<file path="config.mk">
export PLATFORM = sky130hd
export DESIGN_NAME = dirty_band_coalescer_core
export DESIGN_NICKNAME = d
export VERILOG_FILES = /design/src/dbc_pkg.sv /design/src/dirty_band_coalescer_core.sv
export SDC_FILE = /design/constraint.sdc
export NUM_CORES = 1
export LEC_CHECK = 0
export BUFFER_PORTS_ARGS = -buffer_cell sky130_fd_sc_hd__buf_4
export CORE_UTILIZATION = 65
export DETAILED_ROUTE_END_ITERATION = 12
export HOLD_SLACK_MARGIN = 0.03
export PLACE_DENSITY = 0.93
export SETUP_SLACK_MARGIN = 0.3
export SLEW_MARGIN = 10
export SYNTH_ARGS = -nofsm -noshare
export SYNTH_HDL_FRONTEND = slang
export SYNTH_SLANG_ARGS = --single-unit
export TNS_END_PERCENT = 10
</file>
<file path="constraint.sdc">
create_clock -name clock -period 14.45 [get_ports clock]
set_input_delay 2.1675 -clock clock [delete_from_list [all_inputs] [get_ports clock]]
set_output_delay 2.1675 -clock clock [all_outputs]
set_load 0.02 [all_outputs]
</file>
<file path="src/dbc_pkg.sv">
// Package: shared types and constants for the dirty band coalescer.
package dbc_pkg;

   localparam int LINE_W       = 10;
   localparam int REGION_W     = 12;
   localparam int CSR_INDEX_W  = 2;
   localparam int CSR_DATA_W   = 10;
   localparam int DEF_MAX_BANDS = 10;

   localparam logic [LINE_W-1:0] HEIGHT_RESET = LINE_W'(320);

   localparam logic REQ_MARK  = 1'b0;
   localparam logic REQ_FLUSH = 1'b1;

   localparam logic [CSR_INDEX_W-1:0] CSR_ENABLE = CSR_INDEX_W'(0);
   localparam logic [CSR_INDEX_W-1:0] CSR_HEIGHT = CSR_INDEX_W'(1);

   typedef struct packed {
      logic                       req_type;
      logic signed [REGION_W-1:0] region_top;
      logic signed [REGION_W-1:0] region_height;
   } dbc_req_type;

   typedef struct packed {
      logic [LINE_W-1:0] band_top;
      logic [LINE_W-1:0] band_height;
      logic              last_band;
   } dbc_rsp_type;

endpackage

</file>
<file path="src/dirty_band_coalescer_core.sv">
// Top level: dirty band table with mark and flush transactions.
//
// Keeps up to MAX_BANDS dirty line bands of a framebuffer. A mark transaction clamps
// [region_top, region_top + region_height) to [0, canvas_height), then one shared
// compare unit walks the stored bands one per cycle; the first band that overlaps or
// touches is widened, otherwise the band is appended, and a full table collapses to
// one band covering the whole canvas. A mark is accepted in S_IDLE and then
// scanned in S_SCAN, the single compare unit stepping through the table. A flush
// emits one rsp transaction per stored band in table order, one per cycle while
// rsp_stall is low, last_band set on the final one, then empties the table; an
// empty flush emits nothing. The block takes no new req transaction while a scan
// or flush is in progress (req_stall high); the rsp output register lets the final
// band wait on rsp_stall while a new req is taken. While enabled_ff is zero every
// req is taken and dropped. Configuration is written through the csr port; the
// user must write it only while idle, and the block itself does not enforce this;
// writes to unused indexes are dropped. No clearing pass is needed after reset.
module dirty_band_coalescer_core #(
   parameter int MAX_BANDS = dbc_pkg::DEF_MAX_BANDS
) (
   input  logic                            clock,
   input  logic                            reset,
   input  logic                            req_valid,
   output logic                            req_stall,
   input  dbc_pkg::dbc_req_type            req_payload,
   output logic                            rsp_valid,
   input  logic                            rsp_stall,
   output dbc_pkg::dbc_rsp_type            rsp_payload,
   input  logic                            csr_write_en,
   input  logic [dbc_pkg::CSR_INDEX_W-1:0] csr_index,
   input  logic [dbc_pkg::CSR_DATA_W-1:0]  csr_wdata
);
   import dbc_pkg::*;

   localparam int IDX_W = (MAX_BANDS > 1) ? $clog2(MAX_BANDS) : 1;
   localparam int CNT_W = $clog2(MAX_BANDS + 1);
   localparam int SUM_W = REGION_W + 1;

   typedef enum logic [2:0] {
      S_IDLE  = 3'b001,
      S_SCAN  = 3'b010,
      S_FLUSH = 3'b100
   } state_type;

   state_type         state_ff, state_in;
   logic              enabled_ff;
   logic [LINE_W-1:0] height_ff;
   logic [CNT_W-1:0]  count_ff, count_in;
   logic [CNT_W-1:0]  idx_ff, idx_in;
   logic [LINE_W-1:0] lo_ff, lo_in;
   logic [LINE_W-1:0] hi_ff, hi_in;
   logic              rsp_valid_ff, rsp_valid_in;
   dbc_rsp_type       rsp_ff, rsp_in;

   // band table, one write port, one registered read port fetching the next scan or flush index
   logic [LINE_W-1:0] start_mem [MAX_BANDS];
   logic [LINE_W-1:0] end_mem   [MAX_BANDS];

   logic              wr_en;
   logic [IDX_W-1:0]  wr_addr;
   logic [LINE_W-1:0] wr_start;
   logic [LINE_W-1:0] wr_end;

   logic [IDX_W-1:0]  rd_addr;
   logic [LINE_W-1:0] rd_start_ff;
   logic [LINE_W-1:0] rd_end_ff;

   logic              req_accept;
   logic              out_free;
   logic              hit;
   logic              last_sel;

   // mark clamp, evaluated at accept
   logic signed [SUM_W-1:0] top_ext;
   logic signed [SUM_W-1:0] sum_ext;
   logic signed [SUM_W-1:0] lim_ext;
   logic signed [SUM_W-1:0] lo_ext;
   logic signed [SUM_W-1:0] hi_ext;
   logic                    band_ok;

   assign req_stall   = (state_ff != S_IDLE);
   assign req_accept  = req_valid && !req_stall;
   assign out_free    = !rsp_valid_ff || !rsp_stall;
   assign rsp_valid   = rsp_valid_ff;
   assign rsp_payload = rsp_ff;

   // read data is registered from idx_in, so it lines up with idx_ff
   assign rd_addr  = idx_in[IDX_W-1:0];

   // touching counts as overlapping
   assign hit      = (lo_ff <= rd_end_ff) && (hi_ff >= rd_start_ff);
   assign last_sel = (idx_ff == count_ff - CNT_W'(1));

   always_comb begin
      top_ext = {req_payload.region_top[REGION_W-1], req_payload.region_top};
      sum_ext = top_ext + {req_payload.region_height[REGION_W-1], req_payload.region_height};
      lim_ext = {{(SUM_W-LINE_W){1'b0}}, height_ff};
      lo_ext  = top_ext[SUM_W-1] ? '0 : top_ext;
      hi_ext  = (sum_ext > lim_ext) ? lim_ext : sum_ext;
      band_ok = hi_ext > lo_ext;
   end

   always_comb begin
      state_in     = state_ff;
      count_in     = count_ff;
      idx_in       = idx_ff;
      lo_in        = lo_ff;
      hi_in        = hi_ff;
      rsp_valid_in = rsp_valid_ff && rsp_stall;
      rsp_in       = rsp_ff;
      wr_en        = 1'b0;
      wr_addr      = count_ff[IDX_W-1:0];
      wr_start     = lo_ff;
      wr_end       = hi_ff;
      case (state_ff)
         S_IDLE: begin
            if (req_accept && enabled_ff) begin
               idx_in = '0;
               if (req_payload.req_type == REQ_FLUSH) begin
                  if (count_ff != '0) begin
                     state_in = S_FLUSH;
                  end
               end else if (band_ok) begin
                  lo_in    = lo_ext[LINE_W-1:0];
                  hi_in    = hi_ext[LINE_W-1:0];
                  state_in = S_SCAN;
               end
            end
         end
         S_SCAN: begin
            if (idx_ff == count_ff) begin
               wr_en = 1'b1;
               if (count_ff < CNT_W'(MAX_BANDS)) begin
                  count_in = count_ff + CNT_W'(1);
               end else begin
                  // table full: collapse to the whole canvas
                  wr_addr  = '0;
                  wr_start = '0;
                  wr_end   = height_ff;
                  count_in = CNT_W'(1);
               end
               state_in = S_IDLE;
            end else if (hit) begin
               wr_en    = 1'b1;
               wr_addr  = idx_ff[IDX_W-1:0];
               wr_start = (lo_ff < rd_start_ff) ? lo_ff : rd_start_ff;
               wr_end   = (hi_ff > rd_end_ff) ? hi_ff : rd_end_ff;
               state_in = S_IDLE;
            end else begin
               idx_in = idx_ff + CNT_W'(1);
            end
         end
         S_FLUSH: begin
            if (out_free) begin
               rsp_valid_in       = 1'b1;
               rsp_in.band_top    = rd_start_ff;
               rsp_in.band_height = rd_end_ff - rd_start_ff;
               rsp_in.last_band   = last_sel;
               if (last_sel) begin
                  count_in = '0;
                  state_in = S_IDLE;
               end else begin
                  idx_in = idx_ff + CNT_W'(1);
               end
            end
         end
         default: begin
            state_in = S_IDLE;
         end
      endcase
   end

   always_ff @(posedge clock) begin
      if (reset) begin
         state_ff     <= S_IDLE;
         count_ff     <= '0;
         idx_ff       <= '0;
         rsp_valid_ff <= 1'b0;
         enabled_ff   <= 1'b0;
         height_ff    <= HEIGHT_RESET;
      end else begin
         state_ff     <= state_in;
         count_ff     <= count_in;
         idx_ff       <= idx_in;
         rsp_valid_ff <= rsp_valid_in;
         if (csr_write_en) begin
            case (csr_index)
               CSR_ENABLE: enabled_ff <= csr_wdata[0];
               CSR_HEIGHT: height_ff  <= csr_wdata[LINE_W-1:0];
               default: ;
            endcase
         end
      end
   end

   always_ff @(posedge clock) begin
      lo_ff       <= lo_in;
      hi_ff       <= hi_in;
      rsp_ff      <= rsp_in;
      rd_start_ff <= start_mem[rd_addr];
      rd_end_ff   <= end_mem[rd_addr];
      if (wr_en) begin
         start_mem[wr_addr] <= wr_start;
         end_mem[wr_addr]   <= wr_end;
      end
   end

   a_count_bound: assert property (@(posedge clock) disable iff (reset)
      count_ff <= CNT_W'(MAX_BANDS))
      else $error("band count above table size");

   a_flush_idx: assert property (@(posedge clock) disable iff (reset)
      (state_ff == S_FLUSH) |-> (idx_ff < count_ff))
      else $error("flush index past stored bands");

   a_scan_idx: assert property (@(posedge clock) disable iff (reset)
      (state_ff == S_SCAN) |-> (idx_ff <= count_ff))
      else $error("scan index past table fill");

   a_flush_end: assert property (@(posedge clock) disable iff (reset)
      (state_ff == S_FLUSH && out_free && last_sel)
      |=> (count_ff == '0 && state_ff == S_IDLE && rsp_valid_ff && rsp_ff.last_band))
      else $error("flush did not finish on last band");

endmodule

</file>
After elaboration in Yosys (flattened, before gate mapping)
Memory sizes are Yosys's and may differ from the RTL's. A register that Yosys moved wholly into a read port is not among the register bits. Cells that the tools add are included.

$add $sub $neg: 5. $mul: 0. Divide/modulo/power cells: 0. $lt $le $gt $ge: 7. Eq/ne operators: 14. Shift-type cells: 0. Multiplexer cells: 43. Bitwise operators: 1. Reduce and logical (&&, ||, !) cells: 17.

Operators with widths (count): $mux W10 (10); $mux W4 (13); $mux W3 (8); $add A12 B12 Y13 (1); $gt A13 B11 Y1 (1); $gt A13 B12 Y1 (1); $mux W13 (1); $pmux W4 S3 (1); $mux W11 (1); $ge A10 B10 Y1 (1); $gt A10 B10 Y1 (1); $le A10 B10 Y1 (1); $lt A10 B10 Y1 (1); $sub A10 B10 Y10 (1); $ne A3 B3 Y1 const B (3); $pmux W3 S3 (1); $add A4 B1 Y4 const B (2); $eq A4 B4 Y1 (2); $ne A2 B2 Y1 const B (4); $pmux W4 S2 (1); $reduce_and A4 Y1 (2); $mux W1 (7); $reduce_and A2 Y1 (3); $reduce_and A6 Y1 (1); other kinds (14) (19).

Register bits: 64. Latch bits: 0. Memory bits (writable): 200. Bits in read-only memories: 0. Input port bits: 42. Output and inout port bits: 23. Logic and storage cells: 100. Memories: 2.

Memory list: end_mem (depth 10, width 10, rd ports 1, clocked after Yosys merged registers in 1, write ports 1, line dirty_band_coalescer_core.sv:56) `logic [LINE_W-1:0] end_mem [MAX_BANDS];`; start_mem (depth 10, width 10, rd ports 1, clocked after Yosys merged registers in 1, write ports 1, line dirty_band_coalescer_core.sv:55) `logic [LINE_W-1:0] start_mem [MAX_BANDS];`.

Depth between registers and ports, before layout
Depth in word-level cells: 8. Depth in mapped cells: 27. Gate-level depth less buffers: 26.

Worst setup path after synthesis
Ideal clock, no wire load.

Kind: input -> register. Start point: input req_payload[0] in the netlist's numbering. End point: register hi_ff[0], enable pin. Setup time: 0.375 ns. Arrival time: 6.628 ns. Required time: 14.075 ns. Path slack: 7.447 ns. Stages: 26. Path buffers: 1. Cell sequence: ha_1 -> inv_1 -> fa_1 -> nand2b_1 -> a21oi_1 -> a211oi_1 -> xnor2_1 -> ha_1 -> a21o_1 -> a21oi_1 -> o21ai_0 -> a211o_1 -> a21o_2 -> o21ai_4 -> buf_2 -> o21ai_0 -> ha_1 -> nor2_1 -> nor2_1 -> nor2_1 -> o21bai_1 -> a21oi_1 -> o211ai_1 -> a21boi_0 -> nand4_1 -> inv_1.

Longest elaborated chain between the ends: 5.

RTL lines: from (decl) (line dirty_band_coalescer_core.sv:24) `input dbc_pkg::dbc_req_type req_payload,`; $add A12 B12 Y13 * (line dirty_band_coalescer_core.sv:95) `sum_ext = top_ext + {req_payload.region_height[REGION_W-1], req_payload.region_height};`; $gt A13 B11 Y1 (line dirty_band_coalescer_core.sv:98) `hi_ext = (sum_ext > lim_ext) ? lim_ext : sum_ext;`; $mux W13 * (line dirty_band_coalescer_core.sv:98); named net hi_ext[7] (line dirty_band_coalescer_core.sv:77) `logic signed [SUM_W-1:0] hi_ext;`; $gt A13 B12 Y1 * (line dirty_band_coalescer_core.sv:99) `band_ok = hi_ext > lo_ext;`; $reduce_and A4 Y1 (no source line) *; to (signal assigned) (line dirty_band_coalescer_core.sv:197) `hi_ff <= hi_in;`; to (decl) (line dirty_band_coalescer_core.sv:50) `logic [LINE_W-1:0] hi_ff, hi_in;`.

The timed path passes the listed nets; every way through them passes the cells marked *. A chain may end at the register's enable or synchronous reset.

Worst setup path after layout
Start point: input req_payload[0] in the netlist's numbering. End point: register lo_ff[1], enable pin.

Longest elaborated chain between the ends: 5.

RTL lines: $add A12 B12 Y13 * (line dirty_band_coalescer_core.sv:95); $gt A13 B11 Y1 (line dirty_band_coalescer_core.sv:98); $mux W13 * (line dirty_band_coalescer_core.sv:98); named net hi_ext[7] (line dirty_band_coalescer_core.sv:77); $gt A13 B12 Y1 * (line dirty_band_coalescer_core.sv:99); $reduce_and A4 Y1 (no source line) *; to (signal assigned) (line dirty_band_coalescer_core.sv:196) `lo_ff <= lo_in;`; to (decl) (line dirty_band_coalescer_core.sv:49) `logic [LINE_W-1:0] lo_ff, lo_in;`.

Marked as above.

==> out/metrics.cfg <==
[timing]
fin_ws_ns=7.143
tightest_slew_ns=1.199
whs_ns=0.4335
relSlewSlack=0.1982
fin_setup_tns_ns=0
fin_crit_ns=7.307
skew_ns=0.02537
slew_violations=0
rsz0062_at_grt=no
setup_violations=0
fmax_mhz=136.9
fin_crit_sh=0.5057
hold_viol=0

[worst_setup_path]
worst_ep_arrival_time_ns=7.48
startpoint_type=input pin
endpoint_kind=flip-flop
critical_path_required_ns=14.62
worst-r2r-setup-slack_ns=9.52
critical_path_class=input pin to flip-flop
path_max_fanout=20

[placement]
port_buffers=64
place.gp.congestion=0.9384
dpl.hpwl_mm=20.60
dp_slack_ns=6.708

[detailed_routing]
first_pass_iters=5
route.antenna.remaining_nets=0
wl_per_cell_um=22.35
drt_iter0_drc=908
wl_mm=31.73
avgViaCountPerCell=6.346
drc_errors=0
via_count=9012

[floorplan]
top_level_ports=65
num_rows=52
initial_core_util=0.6687
die_w_um=147.0
die_area_um2=21600
die_h_um=147.0
coreArea_um2=20430

[grt]
grt_pass1_vias=8572
grt_use_total=0.2963
grt_start_max_net_pins=44
grt_first_pass_wirelength_mm=48.32
overflow=0
antenna_found_initial=0

[clock_tree]
cts_setup_buffers=0
h-tree-depth=1
cts_max_path_buffers=3
cts_tree=done
clock_latency_ns=0.55
cts_sinks=284
cts_resized=0
clk_transition_reported_paths_ns=0.07
hold_buffers=0
cts_made_buffers=28
cts-root-buf=clkbuf_16

[synthesis]
synth_xor_xnor_area_share=0.01731
synth_compound_area_frac=0.1056
async_flop_share=0
synthAdderAreaFrac=0.07894
synthFlopType=edfxtp_1
avgSynthCellArea_um2=12.96
ys_warn_count=0
netlist_area_um2=13660
synth_edf_count=241
ys_seq_area_frac=0.5927
ys_ff_latch=284
netlist_instances=1054
synth_cell_types=64
synth_mux_area_frac=0.09241
synth_top_family_by_area=compound AO/OA/AOI/OAI gates
synth-simple-area-share=0.08426
syn_nets=1181

[final_layout]
multi_input_area_um2=5220
final_cell_mix=edfxtp_1 (241), mux2i_1 (119), ha_1 (83)
layout.area.seq_um2=8098
area_growth_pct=12.67
antenna_cells=0
fillCellCount=1289
final_common_cell=edfxtp_1
drive_above_1_share=0.1261
fin_nets=1255

[power]
p_leak_nw=6.303
power_density_nw_per_um2=111.2
finalPower_mw=1.711
irDropWorstVdd_uv=112.2

[min_path]
hold_class=flip-flop to flip-flop

[run]
maxCapViolCount=0

[run_status]
status=completed

-- worst paths after layout --
path / start / end / cells past startpoint
setup / recovery: req_payload[0] / lo_ff[1] / 25
hold / removal: rd_start_ff[5] / rsp_payload[16] / 0
setup reg to reg: count_ff[1] / rd_start_ff[0] / 13
hold reg to reg: rd_start_ff[5] / rsp_payload[16] / 0
-- area by class of cell --
cell class / count / area share
clock inverter: 12 / 0.005609
tap: 270 / 0.02195
timing repair buffer: 81 / 0.03951
clock buffer: 40 / 0.05308
inverter: 60 / 0.01463
sequential: 284 / 0.5261
multi-input combinational: 673 / 0.3391
-- worst max-delay path, cell delays in order --
cell       delay, ns
buf_4           0.08
ha_1            0.19
inv_1           0.07
fa_1            0.39
nand2b_1        0.19
a21oi_1         0.25
o21a_4          0.22
xor2_1          0.29
ha_1            0.30
nand2_1         0.11
a2111oi_0       0.09
a211o_1         0.29
a21o_2          0.24
o21ai_4         0.38
o21ai_0         0.20
ha_1            0.37
nor2_1          0.06
nor2_1          0.12
nor2_1          0.07
o21bai_1        0.16
a21oi_1         0.15
o211ai_1        0.09
a21boi_0        0.24
nand4_1         0.16
inv_1           0.61
-- flip-flops by register name (all words and copies together), names as in the netlist, 3 cells and up --
register     cells
end_mem        100
start_mem      100
rsp_payload     21
height_ff       10
hi_ff           10
lo_ff           10
rd_end_ff       10
rd_start_ff     10
count_ff         4
idx_ff           4
state_ff         3
-- Yosys cell counts, types with 3 or more instances --
library cell / n / area (um^2)
edfxtp_1: 241 / 7237
mux2i_1: 119 / 1191
ha_1: 83 / 1039
inv_1: 60 / 225.2
nand2_1: 60 / 225.2
nor2_1: 48 / 180.2
a22oi_1: 44 / 330.3
dfxtp_1: 43 / 860.8
a21oi_1: 38 / 190.2
o21ai_0: 38 / 190.2
a21o_1: 33 / 247.7
and3_1: 28 / 175.2
nand2b_1: 24 / 150.1
clkbuf_1: 19 / 71.32
xnor2_1: 17 / 148.9
buf_2: 14 / 70.07
nor3_1: 13 / 65.06
nor2b_1: 12 / 75.07
xor2_1: 10 / 87.58
a22o_1: 9 / 78.83
nand4_1: 7 / 43.79
nor3b_1: 7 / 52.55
o21a_1: 7 / 52.55
a211oi_1: 6 / 45.04
and2_1: 6 / 37.54
a31oi_1: 5 / 31.28
o22ai_1: 5 / 31.28
nand3_1: 4 / 20.02
o211ai_1: 4 / 30.03
and3b_1: 3 / 26.28
buf_4: 3 / 22.52
mux2_2: 3 / 33.78
o21bai_1: 3 / 22.52
-- metrics by stage --
| stage | cells | cell area [um^2] | utilization |
|---|---|---|---|
| floorplan | 1054 | 13660 | - |
| global placement | 1368 | 14490 | 0.7092 |
| finish | 1420 | 15390 | 0.7534 |
| detailed placement | 1368 | 14490 | 0.7092 |
| global route | 1420 | 15390 | 0.7534 |
| CTS | 1420 | 15390 | 0.7534 |
-- logic make-up after synthesis --
| group | after synthesis |
|---|---|
| compound gates | 212 |
| xor+xnor | 27 |
| fa+ha+maj | 85 |
| mux | 124 |
| buf+inv | 97 |
| simple gates | 225 |
| flops | 284 |
-- per-layer routing --
metal  track usage  vias to the layer above  share of wire
li1              -                     4118              -
met1        0.3946                     4373           0.40
met2        0.5081                      462           0.49
met3       0.04317                       59          0.088
met4       0.08660                        0          0.023
met5             0                        -              0
-- where the power goes --
part | switching [mW] | total (mW) | leakage, nW | internal, mW
Sequential | 0.00315 | 0.885 | 2.52 | 0.882
Clock | 0.296 | 0.705 | 0.443 | 0.409
Combinational | 0.0685 | 0.121 | 3.34 | 0.0528
Total | 0.367 | 1.71 | 6.30 | 1.34
No activity file was read; power rests on OpenSTA's default activity.
